--- config.mk ---
export PLATFORM = sky130hd
export DESIGN_NAME = ipv4_dotted_quad_network_address_flat
export DESIGN_NICKNAME = d
export VERILOG_FILES = /design/src/hw/rtl/ipv4dq_pkg.sv /design/src/hw/rtl/ipv4dq_if.sv /design/src/hw/rtl/ipv4dq_step.sv /design/src/hw/rtl/ipv4_dotted_quad_network_address.sv /design/src/flat_wrapper.sv
export SDC_FILE = /design/constraint.sdc
export NUM_CORES = 1
export LEC_CHECK = 0
export ABC_AREA = 1
export ABC_CLOCK_PERIOD_IN_PS = 4750
export BUFFER_PORTS_ARGS = -buffer_cell sky130_fd_sc_hd__buf_2
export CAP_MARGIN = 10
export CORE_UTILIZATION = 45
export CTS_CLUSTER_SIZE = 25
export DETAILED_ROUTE_END_ITERATION = 16
export PLACE_DENSITY = 0.61
export SLEW_MARGIN = 10
export SYNTH_ARGS = -nofsm -noshare
export SYNTH_HDL_FRONTEND = slang
export SYNTH_SLANG_ARGS = --single-unit
--- constraint.sdc ---
create_clock -name clk -period 4.75 [get_ports clk]
set_input_delay 0.95 -clock clk [delete_from_list [all_inputs] [get_ports clk]]
set_output_delay 0.95 -clock clk [all_outputs]
set_load 0.05 [all_outputs]
--- src/hw/rtl/ipv4dq_pkg.sv ---
// Package for the IPv4 dotted-quad parser: status codes, parse state type,
// character constants and the part-closing function. No dependencies.
package ipv4dq_pkg;

  localparam int ADDR_W = 32;
  localparam int CHAR_W = 8;
  localparam int PREFIX_W = 6;
  localparam int STATUS_W = 3;

  typedef logic [STATUS_W-1:0] status_t;

  localparam status_t STATUS_OK        = 3'd0;
  localparam status_t STATUS_FEW_PARTS = 3'd1;
  localparam status_t STATUS_LONG_PART = 3'd2;
  localparam status_t STATUS_OVER_255  = 3'd3;
  localparam status_t STATUS_MANY_PARTS = 3'd4;
  localparam status_t STATUS_BAD_PART  = 3'd5;
  localparam status_t STATUS_BAD_CHAR  = 3'd6;
  localparam status_t STATUS_BAD_PREFIX = 3'd7;

  localparam logic [CHAR_W-1:0] CHAR_DOT  = 8'h2E;
  localparam logic [CHAR_W-1:0] CHAR_ZERO = 8'h30;
  localparam logic [CHAR_W-1:0] CHAR_NINE = 8'h39;

  localparam logic [9:0] MAX_PART_VALUE = 10'd255;
  localparam logic [2:0] MAX_PART_CHARS = 3'd3;
  localparam logic [2:0] SAT_PART_CHARS = 3'd4;
  localparam logic [2:0] PART_COUNT     = 3'd4;
  localparam logic [2:0] LAST_PART      = 3'd3;
  localparam logic [PREFIX_W-1:0] PREFIX_MIN = 6'd1;
  localparam logic [PREFIX_W-1:0] PREFIX_MAX = 6'd31;
  localparam logic [PREFIX_W-1:0] ADDR_BITS  = 6'd32;

  typedef struct packed {
    logic [2:0]        part_number;
    logic [2:0]        part_chars;
    logic [9:0]        part_value;
    logic              digits_open;
    status_t           first_fault;
    logic              char_fault;
    logic [ADDR_W-1:0] address_accum;
  } parse_state_t;

  localparam parse_state_t PARSE_RESET = '{
    part_number:   3'd0,
    part_chars:    3'd0,
    part_value:    10'd0,
    digits_open:   1'b1,
    first_fault:   STATUS_OK,
    char_fault:    1'b0,
    address_accum: '0
  };

  function automatic parse_state_t close_part(parse_state_t s, logic by_dot);
    parse_state_t r;
    r = s;
    if (s.first_fault == STATUS_OK) begin
      if (s.part_chars > MAX_PART_CHARS) begin
        r.first_fault = STATUS_LONG_PART;
      end else if (s.part_value > MAX_PART_VALUE) begin
        r.first_fault = STATUS_OVER_255;
      end else if (s.part_number == LAST_PART && by_dot) begin
        r.first_fault = STATUS_MANY_PARTS;
      end else if (s.part_chars == 3'd0 ||
                   (s.part_value == 10'd0 && s.part_chars > 3'd1)) begin
        r.first_fault = STATUS_BAD_PART;
      end
    end
    r.address_accum = {s.address_accum[ADDR_W-9:0], s.part_value[7:0]};
    if (s.part_number < PART_COUNT) begin
      r.part_number = s.part_number + 3'd1;
    end
    r.part_chars  = 3'd0;
    r.part_value  = 10'd0;
    r.digits_open = 1'b1;
    return r;
  endfunction

endpackage

--- src/hw/rtl/ipv4dq_if.sv ---
// Valid/ready channel interfaces for the IPv4 parser: text items in,
// result items out. Depends on ipv4dq_pkg.
interface ipv4dq_text_if;
  logic                                   valid;
  logic                                   ready;
  logic [ipv4dq_pkg::CHAR_W-1:0]          character;
  logic                                   last;
  logic [ipv4dq_pkg::PREFIX_W-1:0]        prefix_len;

  modport source (output valid, output character, output last, output prefix_len,
                  input ready);
  modport sink (input valid, input character, input last, input prefix_len,
                output ready);
endinterface

interface ipv4dq_result_if;
  logic                          valid;
  logic                          ready;
  logic [ipv4dq_pkg::ADDR_W-1:0] network_address;
  ipv4dq_pkg::status_t           status;

  modport source (output valid, output network_address, output status, input ready);
  modport sink (input valid, input network_address, input status, output ready);
endinterface

--- src/hw/rtl/ipv4dq_step.sv ---
// Per-character parse step: next parse state, final status and masked
// network address. Depends on ipv4dq_pkg.
module ipv4dq_step (
  input  ipv4dq_pkg::parse_state_t          cur,
  input  logic [ipv4dq_pkg::CHAR_W-1:0]     character,
  input  logic                              last,
  input  logic [ipv4dq_pkg::PREFIX_W-1:0]   prefix_len,
  output ipv4dq_pkg::parse_state_t          next,
  output logic [ipv4dq_pkg::ADDR_W-1:0]     network_address,
  output ipv4dq_pkg::status_t               status
);

  ipv4dq_pkg::parse_state_t s;
  ipv4dq_pkg::parse_state_t fin;
  logic                     is_digit;
  logic [7:0]               digit;
  logic [5:0]               shift;

  always_comb begin
    is_digit = (character >= ipv4dq_pkg::CHAR_ZERO) &&
               (character <= ipv4dq_pkg::CHAR_NINE);
    digit = character - ipv4dq_pkg::CHAR_ZERO;
    s = cur;
    if (character == ipv4dq_pkg::CHAR_DOT) begin
      s = ipv4dq_pkg::close_part(cur, 1'b1);
    end else begin
      if (!is_digit) begin
        s.char_fault = 1'b1;
      end
      if (cur.digits_open && is_digit && cur.part_chars < ipv4dq_pkg::MAX_PART_CHARS) begin
        s.part_value = (cur.part_value << 3) + (cur.part_value << 1) + {6'd0, digit[3:0]};
      end else begin
        s.digits_open = 1'b0;
      end
      if (cur.part_chars < ipv4dq_pkg::SAT_PART_CHARS) begin
        s.part_chars = cur.part_chars + 3'd1;
      end
    end

    fin = ipv4dq_pkg::close_part(s, 1'b0);
    status = fin.first_fault;
    if (status == ipv4dq_pkg::STATUS_OK && fin.part_number < ipv4dq_pkg::PART_COUNT) begin
      status = ipv4dq_pkg::STATUS_FEW_PARTS;
    end
    if (status == ipv4dq_pkg::STATUS_OK && fin.char_fault) begin
      status = ipv4dq_pkg::STATUS_BAD_CHAR;
    end
    if (status == ipv4dq_pkg::STATUS_OK &&
        (prefix_len < ipv4dq_pkg::PREFIX_MIN || prefix_len > ipv4dq_pkg::PREFIX_MAX)) begin
      status = ipv4dq_pkg::STATUS_BAD_PREFIX;
    end
    shift = ipv4dq_pkg::ADDR_BITS - prefix_len;
    network_address = '0;
    if (status == ipv4dq_pkg::STATUS_OK) begin
      network_address = fin.address_accum & ({ipv4dq_pkg::ADDR_W{1'b1}} << shift[4:0]);
    end

    next = last ? ipv4dq_pkg::PARSE_RESET : s;
  end

endmodule

--- src/hw/rtl/ipv4_dotted_quad_network_address.sv ---
// Top level of the IPv4 dotted-quad parser with prefix mask.
// Depends on ipv4dq_pkg, ipv4dq_if and ipv4dq_step.
//
// Takes the address text one character per item and, on the item marked
// last, delivers one result: a status code and the address ANDed with a
// mask of prefix_len leading ones (zero unless the status is ok). Each item
// passes an input register, then one step of parse logic into the parse
// state and the result register; one character is taken every cycle except
// when a last character waits, and results come from the result register.
// Characters keep flowing while a result waits; only a last character waits
// in the input register until the result register is free.
module ipv4_dotted_quad_network_address (
  input logic            clk,
  input logic            rst,
  ipv4dq_text_if.sink    text,
  ipv4dq_result_if.source result
);

  logic                                 in_valid;
  logic [ipv4dq_pkg::CHAR_W-1:0]        in_character;
  logic                                 in_last;
  logic [ipv4dq_pkg::PREFIX_W-1:0]      in_prefix_len;
  logic                                 advance;

  ipv4dq_pkg::parse_state_t             state;
  ipv4dq_pkg::parse_state_t             state_next;
  logic [ipv4dq_pkg::ADDR_W-1:0]        addr_next;
  ipv4dq_pkg::status_t                  status_next;

  logic                                 out_valid;
  logic [ipv4dq_pkg::ADDR_W-1:0]        out_address;
  ipv4dq_pkg::status_t                  out_status;

  assign advance = in_valid && (!in_last || !out_valid || result.ready);
  assign text.ready = !in_valid || advance;

  always_ff @(posedge clk) begin
    if (rst) begin
      in_valid <= 1'b0;
    end else if (text.ready) begin
      in_valid <= text.valid;
    end
    if (text.ready && text.valid) begin
      in_character  <= text.character;
      in_last       <= text.last;
      in_prefix_len <= text.prefix_len;
    end
  end

  ipv4dq_step u_step (
    .cur             (state),
    .character       (in_character),
    .last            (in_last),
    .prefix_len      (in_prefix_len),
    .next            (state_next),
    .network_address (addr_next),
    .status          (status_next)
  );

  always_ff @(posedge clk) begin
    if (rst) begin
      state     <= ipv4dq_pkg::PARSE_RESET;
      out_valid <= 1'b0;
    end else begin
      if (advance) begin
        state <= state_next;
      end
      if (advance && in_last) begin
        out_valid <= 1'b1;
      end else if (result.ready) begin
        out_valid <= 1'b0;
      end
    end
    if (advance && in_last) begin
      out_address <= addr_next;
      out_status  <= status_next;
    end
  end

  assign result.valid           = out_valid;
  assign result.network_address = out_address;
  assign result.status          = out_status;

endmodule

--- src/flat_wrapper.sv ---
// flat-port wrapper written by rule: the top's interface ports become plain ports
module ipv4_dotted_quad_network_address_flat 
  (clk, rst, text_valid, text_character, text_last, text_prefix_len, text_ready, result_valid, result_network_address, result_status, result_ready);
  ipv4dq_text_if text_i ();
  ipv4dq_result_if result_i ();
  input logic clk;
  input logic rst;
  input wire logic [$bits(text_i.valid)-1:0] text_valid;
  input wire logic [$bits(text_i.character)-1:0] text_character;
  input wire logic [$bits(text_i.last)-1:0] text_last;
  input wire logic [$bits(text_i.prefix_len)-1:0] text_prefix_len;
  output wire logic [$bits(text_i.ready)-1:0] text_ready;
  output wire logic [$bits(result_i.valid)-1:0] result_valid;
  output wire logic [$bits(result_i.network_address)-1:0] result_network_address;
  output wire logic [$bits(result_i.status)-1:0] result_status;
  input wire logic [$bits(result_i.ready)-1:0] result_ready;
  assign text_i.valid = text_valid;
  assign text_i.character = text_character;
  assign text_i.last = text_last;
  assign text_i.prefix_len = text_prefix_len;
  assign text_ready = text_i.ready;
  assign result_valid = result_i.valid;
  assign result_network_address = result_i.network_address;
  assign result_status = result_i.status;
  assign result_i.ready = result_ready;
  ipv4_dotted_quad_network_address u_core (.clk(clk), .rst(rst), .text(text_i), .result(result_i));
endmodule
== After elaboration in Yosys (flattened, before gate mapping) ==
Index checks and enable logic that the tools add are counted.

* Bits in registers: 97
* Input bits: 19
* Output and inout port bits: 37
* Word-level logic and storage cells: 99

* Add/sub/neg operators: 7
* $lt $le $gt $ge: 15
* Equal/unequal tests: 3
* Shift-type cells: 1
* Mux-type cells: 26
* Bitwise logic cells: 1
* Reductions and logical operators: 32

{| class="wikitable"
|+ Operators with widths
! kind !! number
|-
| $mux 53 || 1
|-
| $mux 3 || 17
|-
| $and 32x32->32 || 1
|-
| $mux 32 || 1
|-
| $shl 32x5->32 const A || 1
|-
| $logic_not 3->1 || 8
|-
| $gt 10x8->1 const B || 2
|-
| $logic_not 10->1 || 2
|-
| $mux 14 || 1
|-
| $lt 3x3->1 const B || 4
|-
| $logic_and 1x1->1 || 11
|-
| $add 10x10->10 || 1
|-
| $add 10x4->10 || 1
|-
| $mux 10 || 1
|-
| $add 3x1->3 const B || 3
|-
| $eq 8x6->1 const B || 1
|-
| $ge 8x6->1 const B || 1
|-
| $le 8x6->1 const B || 1
|-
| $gt 3x1->1 const B || 2
|-
| $gt 3x2->1 const B || 2
|-
| $gt 6x5->1 const B || 1
|-
| $logic_or 1x1->1 || 6
|-
| $lt 6x1->1 const B || 1
|-
| $mux 1 || 5
|-
| 8 further kinds || 10
|}

== Longest topological paths before layout ==
Gate-level depths: netlist of run 1.

* Word-level depth: 23
* Depth in mapped cells: 21
* Depth with buffers taken out: 20

== Hierarchy ==
A second synthesis of run 1 with hierarchy kept.

* Cell total of the unflattened synthesis: 940
* Area, all modules: 6480.0 µm²

{| class="wikitable"
|+ By module, submodules not included
! module !! instances !! cells each !! area each (µm²) !! seq. area each (µm²)
|-
| ipv4_dotted_quad_network_address || 1 || 411 || 3937.5 || 2602.5
|-
| ipv4dq_step || 1 || 529 || 2542.4 || 0.0
|}

== Worst setup path after synthesis of run 1 ==
OpenSTA, ideal clock, no wires.

* Path type: register -> register
* Start: register u_core.in_character[3] (netlist name)
* End: register u_core.out_address (netlist bit u_core.result.network_address[15]) (data pin)
* Library setup time: 0.261 ns
* Arrival time: 2.815 ns
* Required time: 4.489 ns
* Slack: 1.674 ns
* Stages on the path, launching flop included: 18
* Buffers on the path: 1
* Clock period less this slack: 3.076 ns
* Cells stage by stage: edfxtp_1 -> fa_1 -> fa_1 -> nand3_1 -> nand3_1 -> nand2_1 -> nand3_2 -> nand2_2 -> nand2_2 -> inv_2 -> nand2_2 -> a21oi_2 -> inv_2 -> nor2_4 -> o2111ai_2 -> nand3_4 -> buf_12 -> nor2_2

* Longest elaborated chain between the ends: 23
* Elaborated cells on any way between the ends: 42
* Those cells by class: add/sub: 3; order compare: 7; eq/ne: 1; mux: 15; bitwise: 1; reduce/logical: 15

{| class="wikitable"
|+ Ends and longest elaborated chain
! what !! line !! source
|-
| start: declaration || ipv4_dotted_quad_network_address.sv:20 || <nowiki>logic [ipv4dq_pkg::CHAR_W-1:0] in_character;</nowiki>
|-
| start signal: assignment || ipv4_dotted_quad_network_address.sv:44 || <nowiki>in_character <= text.character;</nowiki>
|-
| parallel branches: the longest is 23 deep, another holds $add 10x4->10 || - ||
|-
| end signal: assignment || ipv4_dotted_quad_network_address.sv:75 || <nowiki>out_address <= addr_next;</nowiki>
|-
| end: declaration || ipv4_dotted_quad_network_address.sv:31 || <nowiki>logic [ipv4dq_pkg::ADDR_W-1:0] out_address;</nowiki>
|}

Parallel ways; which one is timed is not known. The select of a mux whose other input is x is not followed.
A chain may end at the register's enable or synchronous reset.

== Worst setup path in the final report of run 1 ==
* Start: register u_core.in_character[3] (netlist name)
* End: register u_core.out_address (netlist bit u_core.result.network_address[21]) (data pin)

The elaborated chain is that of the path after synthesis.

==> reports/summary.txt, run 1 <==
status: completed
DRC violations left: 0
Worst VDD drop: 233 uV
fmax: 295 MHz
reg2reg setup slack: 1360 ps
Synth Area in Simple Gates: 0.293
setup_tns: 0 ps
final total power: 1.74 mW
static leakage: 2.54 nW
PostCTS Resize Cnt: 0
share of post-route cells with drive strength above 1: 0.165
Max Cap Viol: 0
Worst Hold Class: flop to flop
sequential power share: 0.521
# rows: 39
Slowest-stage cell, CP: fa_1
clock sinks: 97
Ports: 56
via/cell ratio: 5.08
fin. max-slew vios: 0
Critical Path RT: 4840 ps
Final Cycle Share: 0.714
synthesized area: 5270 um2
number of cells produced by synthesis: 681
hold buffers post-CTS: 0
CP Capture Type: flop
initial core utilization: 0.462
Synth Area in XOR/XNOR: 0.00166
average cell area after synthesis: 7.74 um2
Crit. path cell count: 16
DRT Pass-1 Iters: 5
WS Path Type: flop to flop
1st-iter DRT viols: 338
Antenna Cells: 0
cell-internal power: 1.29 mW
Core ar.: 11,400 um2
largest family of logic cells by synthesized area: simple AND/OR/NAND/NOR gates
Mapped Nets: 723
nets@finish: 770
Switching Share: 0.257
postcts setup bufs: 0
FF-to-FF path depth: 16
RSZ-0062 raised after global routing: false
hold slack: 464 ps
Worst-Skew Late Latency: 340 ps
Switch Pwr: 0.448 mW
Worst slew margin: 0.434
chip width: 110 um
Final Cell Area: 5910 um2
pwr dens: 295 nW/um2
Post-DRT Antenna Nets: 0
Cell Area, Placed: 5630 um2
Clk pwr share: 0.392
IO Port Bufs: 55
CTS Buffer Depth: 2
CP top delay family: simple AND/OR/NAND/NOR gates
gr usage total: 0.222
initial antenna violation count: 0
Finish-stage setup viols: 0
crit start category: flop
CP Cell Sequence: fa_1 > fa_1 > nand3_1 > nand3_1 > nand2_1 > nand3_2 > nand2_2 > nand2_2 > inv_2 > nand2_2 > a21oi_2 > inv_2 > nor2_4 > o2111ai_2 > nand2_4 > nor2_1
Clock Pin Slew Worst Setup and Hold Paths: 70 ps
number of global-route vias before repair: 4,037
H-tree Lvls: 3
Vert. Die Dim: 110 um
FF+latch count, synth: 97
GR Overflow Total: 0
wire length per cell: 14.3 um
Final Skew: 9.32 ps
WL final: 12.5 mm
GPL Wtd Cong: 0.897
Compound-Gate Fraction of Synth Area: 0.0973
CP arrival: 3480 ps
crit path time final: 3390 ps
pin count of the biggest net entering global routing: 48
adder-cell share of the synthesized area: 0.0574
Area Growth Syn to Fin: 12.1%
register area share after synthesis: 0.463
Root Driver: clkbuf_16
first-pass GRT wire length: 20.2 mm
CTS Buf Count: 9
Cell variety after synth: 40
Async SR Flop Fraction: 0
CTS tree: built
post-synthesis mux area share: 0.00190
cell with the most instances on the worst path: nand2_2
Top FF cell, synth: edfxtp_1
hold path depth: 2
Hold Violations, Final: 0
post-DP HPWL: 9.05 mm
number of flops mapped to enable cells by yosys: 50
Vias: 4,448
CP Buf/Inv Count: 2
die area: 12,200 um2
CP max stage delay: 510 ps
Worst-Margin Slew: 849 ps
combinational power share: 0.088
CP max FO: 16
Synth Warn #: 0
-- registers in the layout, summed over array words and instances (netlist names) --
register,flops
u_core.in_valid,1
u_core.result.status,3
u_core.result.valid,1
u_core.in_character,8
u_core.state,45
u_core.in_prefix_len,6
u_core.result.network_address,32
u_core.in_last,1
-- placed cells by master (no fill, tap or decap), types with 3 or more instances in the layout --
cell	count
buf_2	55
buf_4	4
nor2_1	48
ha_1	21
dfxtp_1	47
nor3_1	7
inv_1	79
clkbuf_16	9
o22ai_1	3
inv_2	6
nor2_4	4
nor2_2	19
or2_2	4
edfxtp_1	50
a21oi_1	49
o21ai_0	37
nand2_2	5
nand3_1	27
nand2_1	225
nand4_1	7
-- power groups by stage --
stage / combinational, mW / clock, mW / sequential, mW
floorplan: 0.0766 / 0 / 0.956
global placement: 0.150 / 0 / 0.925
detailed placement: 0.152 / 0 / 0.926
CTS: 0.152 / 0.697 / 0.907
global route: 0.167 / 0.732 / 0.909
finish: 0.153 / 0.682 / 0.907
-- kinds of logic (layout without fill, tap and decap cells) --
kind of cell,after synthesis,after routing
XOR/XNOR,1,1
buffers and inverters,110,162
AO/OA/AOI/OAI,95,95
flip-flops,97,97
multiplexers,1,1
AND/OR/NAND/NOR,354,354
adder cells (fa/ha/maj),23,23
-- worst paths after layout --
path / start / endpoint
setup / recovery: u_core.in_character[3]$_DFFE_PP_ / u_core.result.network_address[21]$_SDFFCE_PP0P_
setup reg to reg: u_core.in_character[3]$_DFFE_PP_ / u_core.result.network_address[21]$_SDFFCE_PP0P_
hold / removal: u_core.state[19]$_SDFFE_PP0P_ / u_core.state[19]$_SDFFE_PP0P_
hold reg to reg: u_core.state[19]$_SDFFE_PP0P_ / u_core.state[19]$_SDFFE_PP0P_
-- worst min-delay path: stages (launching register included) --
cell and delay [ps]:
dfxtp_1 310, nand2_1 60, a21oi_1 50
-- area by class of cell --
cell class	instances	area, um2
clock buffer	11	233
clock inverter	5	41.3
fill	1130	5510
inverter	87	328
multi-input combinational	474	2380
sequential	97	2440
tap	143	179
timing repair buffer	59	305
-- synthesized netlist by cell type (5+ instances only) --
library cell	instances	area share
nand2_1	225	0.16
inv_1	79	0.056
edfxtp_1	50	0.28
a21oi_1	49	0.047
nor2_1	49	0.035
dfxtp_1	47	0.18
o21ai_0	37	0.035
nand3_1	27	0.026
ha_1	21	0.050
nor2_2	18	0.021
clkbuf_1	14	0.010
nand4_1	7	0.0083
nor3_1	7	0.0066
inv_2	6	0.0043
nand2_2	5	0.0059
-- through the flow --
stage	std cells	utilization	setup WS, ps
2_1_floorplan	681	-	1670
3_3_place_gp	860	0.493	1500
3_5_place_dp	860	0.493	1370
4_1_cts	876	0.517	1360
5_1_grt	876	0.517	1070
6_report	876	0.517	1360
-- routing by layer --
layer,vias to the layer above,global-route usage,share of wire
li1,2273,-,-
met1,2026,0.312,0.47
met2,136,0.353,0.45
met3,13,0.0270,0.061
met4,0,0.0761,0.015
met5,-,0,0
No activity file was read; power rests on OpenSTA's default activity.
==> run 2, diff against run 1 <==
--- a/config.mk
+++ b/config.mk
@@ -6,13 +6,13 @@
 export NUM_CORES = 1
 export LEC_CHECK = 0
 export ABC_AREA = 1
-export ABC_CLOCK_PERIOD_IN_PS = 4750
+export ABC_CLOCK_PERIOD_IN_PS = 2770
 export BUFFER_PORTS_ARGS = -buffer_cell sky130_fd_sc_hd__buf_2
 export CAP_MARGIN = 10
 export CORE_UTILIZATION = 45
 export CTS_CLUSTER_SIZE = 25
 export DETAILED_ROUTE_END_ITERATION = 16
-export PLACE_DENSITY = 0.61
+export PLACE_DENSITY = 0.63
 export SLEW_MARGIN = 10
 export SYNTH_ARGS = -nofsm -noshare
 export SYNTH_HDL_FRONTEND = slang
==> constraint.sdc (replaced) <==
create_clock -name clk -period 2.77 [get_ports clk]
set_input_delay 0.554 -clock clk [delete_from_list [all_inputs] [get_ports clk]]
set_output_delay 0.554 -clock clk [all_outputs]
set_load 0.05 [all_outputs]
==> reports/summary.txt, run 2 (synthesis gave the netlist of run 1 again) <==
status: finished with violations
failing checks: setup timing
crit start category: flop
clock sinks: 97
Antenna Cells: 0
PnR worst setup slack: -400 ps
WL final: 14.0 mm
wire length per cell: 14.9 um
CP max stage delay: 490 ps
Root Driver: clkbuf_16
CTS Buf Count: 9
gr usage total: 0.241
Final Cell Area: 6660 um2
number of global-route vias before repair: 4,470
WHS Endpoint: u_core.in_character[3]$_DFFE_PP_
Vias: 4,795
die area: 12,200 um2
initial antenna violation count: 0
DRC violations left: 0
reg2reg setup slack: -400 ps
chip width: 110 um
Worst Hold Class: primary input to flop
Final Skew: 10.3 ps
placed cells: 892
nets@finish: 831
pin count of the biggest net entering global routing: 39
Clock Pin Slew Worst Setup and Hold Paths: 70 ps
Finish-stage setup viols: 36
CTS Buffer Depth: 2
GPL Wtd Cong: 0.905
WS Path Type: flop to flop
Worst-Skew Late Latency: 360 ps
1st-iter DRT viols: 322
DRT Pass-1 Iters: 5
Worst VDD drop: 347 uV
hold path depth: 1
static leakage: 2.87 nW
Max Cap Viol: 0
HP Start: text_character[3]
FF-to-FF path depth: 18
via/cell ratio: 5.12
CP max FO: 5
Area Growth Syn to Fin: 26.3%
RSZ-0062 raised after global routing: true
Ports: 56
CTS tree: built
CP Cell Sequence: fa_2 > fa_2 > buf_6 > buf_4 > nor2_1 > o21ai_1 > nand3_1 > nand2_1 > nor2_2 > nand4_1 > nand2_1 > nand2_2 > nand2_2 > nor2_4 > o2111ai_4 > nand3_4 > buf_4 > nor2_1
leading cell type in the layout, fill and taps excluded: nand2_1
pwr dens: 474 nW/um2
max reg flops: 45
CP top delay family: simple AND/OR/NAND/NOR gates
CP Buf/Inv Count: 3
Post-DRT Antenna Nets: 0
IO Port Bufs: 55
fmax: 315 MHz
largest reg by FF count: u_core.state
Vert. Die Dim: 110 um
GR Overflow Total: 0
# rows: 39
H-tree Lvls: 3
most frequent cells in the layout: nand2_1, inv_1, buf_2
fin. max-slew vios: 0
CP Capture Type: flop
first-pass GRT wire length: 21.9 mm
Slowest-stage cell, CP: fa_2
Worst slew margin: 0.599
Hold Violations, Final: 0
Worst-Margin Slew: 601 ps
initial core utilization: 0.462
Cell Area, Placed: 5890 um2
Core ar.: 11,400 um2
crit path time final: 3170 ps
R2R Path Start: u_core.in_character[3]$_DFFE_PP_
final total power: 3.16 mW
CP arrival: 3370 ps
RR Endpoint: u_core.result.network_address[5]$_SDFFCE_PP0P_
post-DP HPWL: 9.40 mm
hold buffers post-CTS: 0
Critical Path RT: 2970 ps
Final Cycle Share: 1.14
share of post-route cells with drive strength above 1: 0.268
Finished Layout Cells: 937
fill count: 1,073
==> run 2: per-stage QoR <==
| step | util | setup slack, ps | TNS, ps | hold WS (ps) |
|---|---|---|---|---|
| after floorplan | - | -209 | -4900 | 445 |
| after global placement | 0.516 | -302 | -9400 | 453 |
| after detailed placement | 0.516 | -477 | -13350 | 458 |
| after CTS | 0.568 | -293 | -9220 | 359 |
| after global routing | 0.583 | -585 | -19280 | 356 |
| final | 0.583 | -400 | -13440 | 371 |
==> run 2: worst max path at each step <==
| stage | slack [ps] | endpoint | from | cells after the start |
|---|---|---|---|---|
| after floorplan | -210 | u_core.result.network_address[15]$_SDFFCE_PP0P_ | u_core.in_character[3]$_DFFE_PP_ | 19 |
| after CTS | -290 | u_core.result.network_address[15]$_SDFFCE_PP0P_ | u_core.in_character[3]$_DFFE_PP_ | 19 |
| after global placement | -300 | u_core.result.network_address[4]$_SDFFCE_PP0P_ | u_core.in_character[3]$_DFFE_PP_ | 18 |
| after global routing | -590 | u_core.result.network_address[5]$_SDFFCE_PP0P_ | u_core.in_character[3]$_DFFE_PP_ | 20 |
| final | -400 | u_core.result.network_address[5]$_SDFFCE_PP0P_ | u_core.in_character[3]$_DFFE_PP_ | 18 |
| after detailed placement | -480 | u_core.result.network_address[3]$_SDFFCE_PP0P_ | u_core.in_character[3]$_DFFE_PP_ | 19 |
==> run 2: final cells by class <==
type / instances / area [um2] / share of cell area
multi-input combinational: 475 / 2580 / 0.388
sequential: 97 / 2440 / 0.367
timing repair buffer: 119 / 821 / 0.123
inverter: 87 / 332 / 0.0498
clock buffer: 10 / 229 / 0.0344
tap: 143 / 179 / 0.0269
clock inverter: 6 / 72.6 / 0.0109
==> run 2: routing by layer <==
layer | up-vias | global-route usage | wire length, um
met5 | - | 0 | 0
met3 | 22 | 0.0529 | 942
li1 | 2402 | - | -
met4 | 0 | 0.0742 | 261
met2 | 169 | 0.393 | 6580
met1 | 2202 | 0.319 | 6190
==> run 2: where the power goes <==
group          total, mW  switching (mW)  leakage (nW)  internal (mW)
clock network       1.29           0.579         0.149          0.714
logic              0.313           0.219          1.88         0.0936
registers           1.55          0.0137         0.836           1.54
total               3.16           0.812          2.87           2.35
==> run 2: timing repair <==
item,4_1_cts,5_1_grt
endpoints found under the hold margin,0,0
gates cloned,1,0
pin swaps,17,17
setup buffers,22,14
setup endpoints to repair,35,36
gates resized for setup,22,30
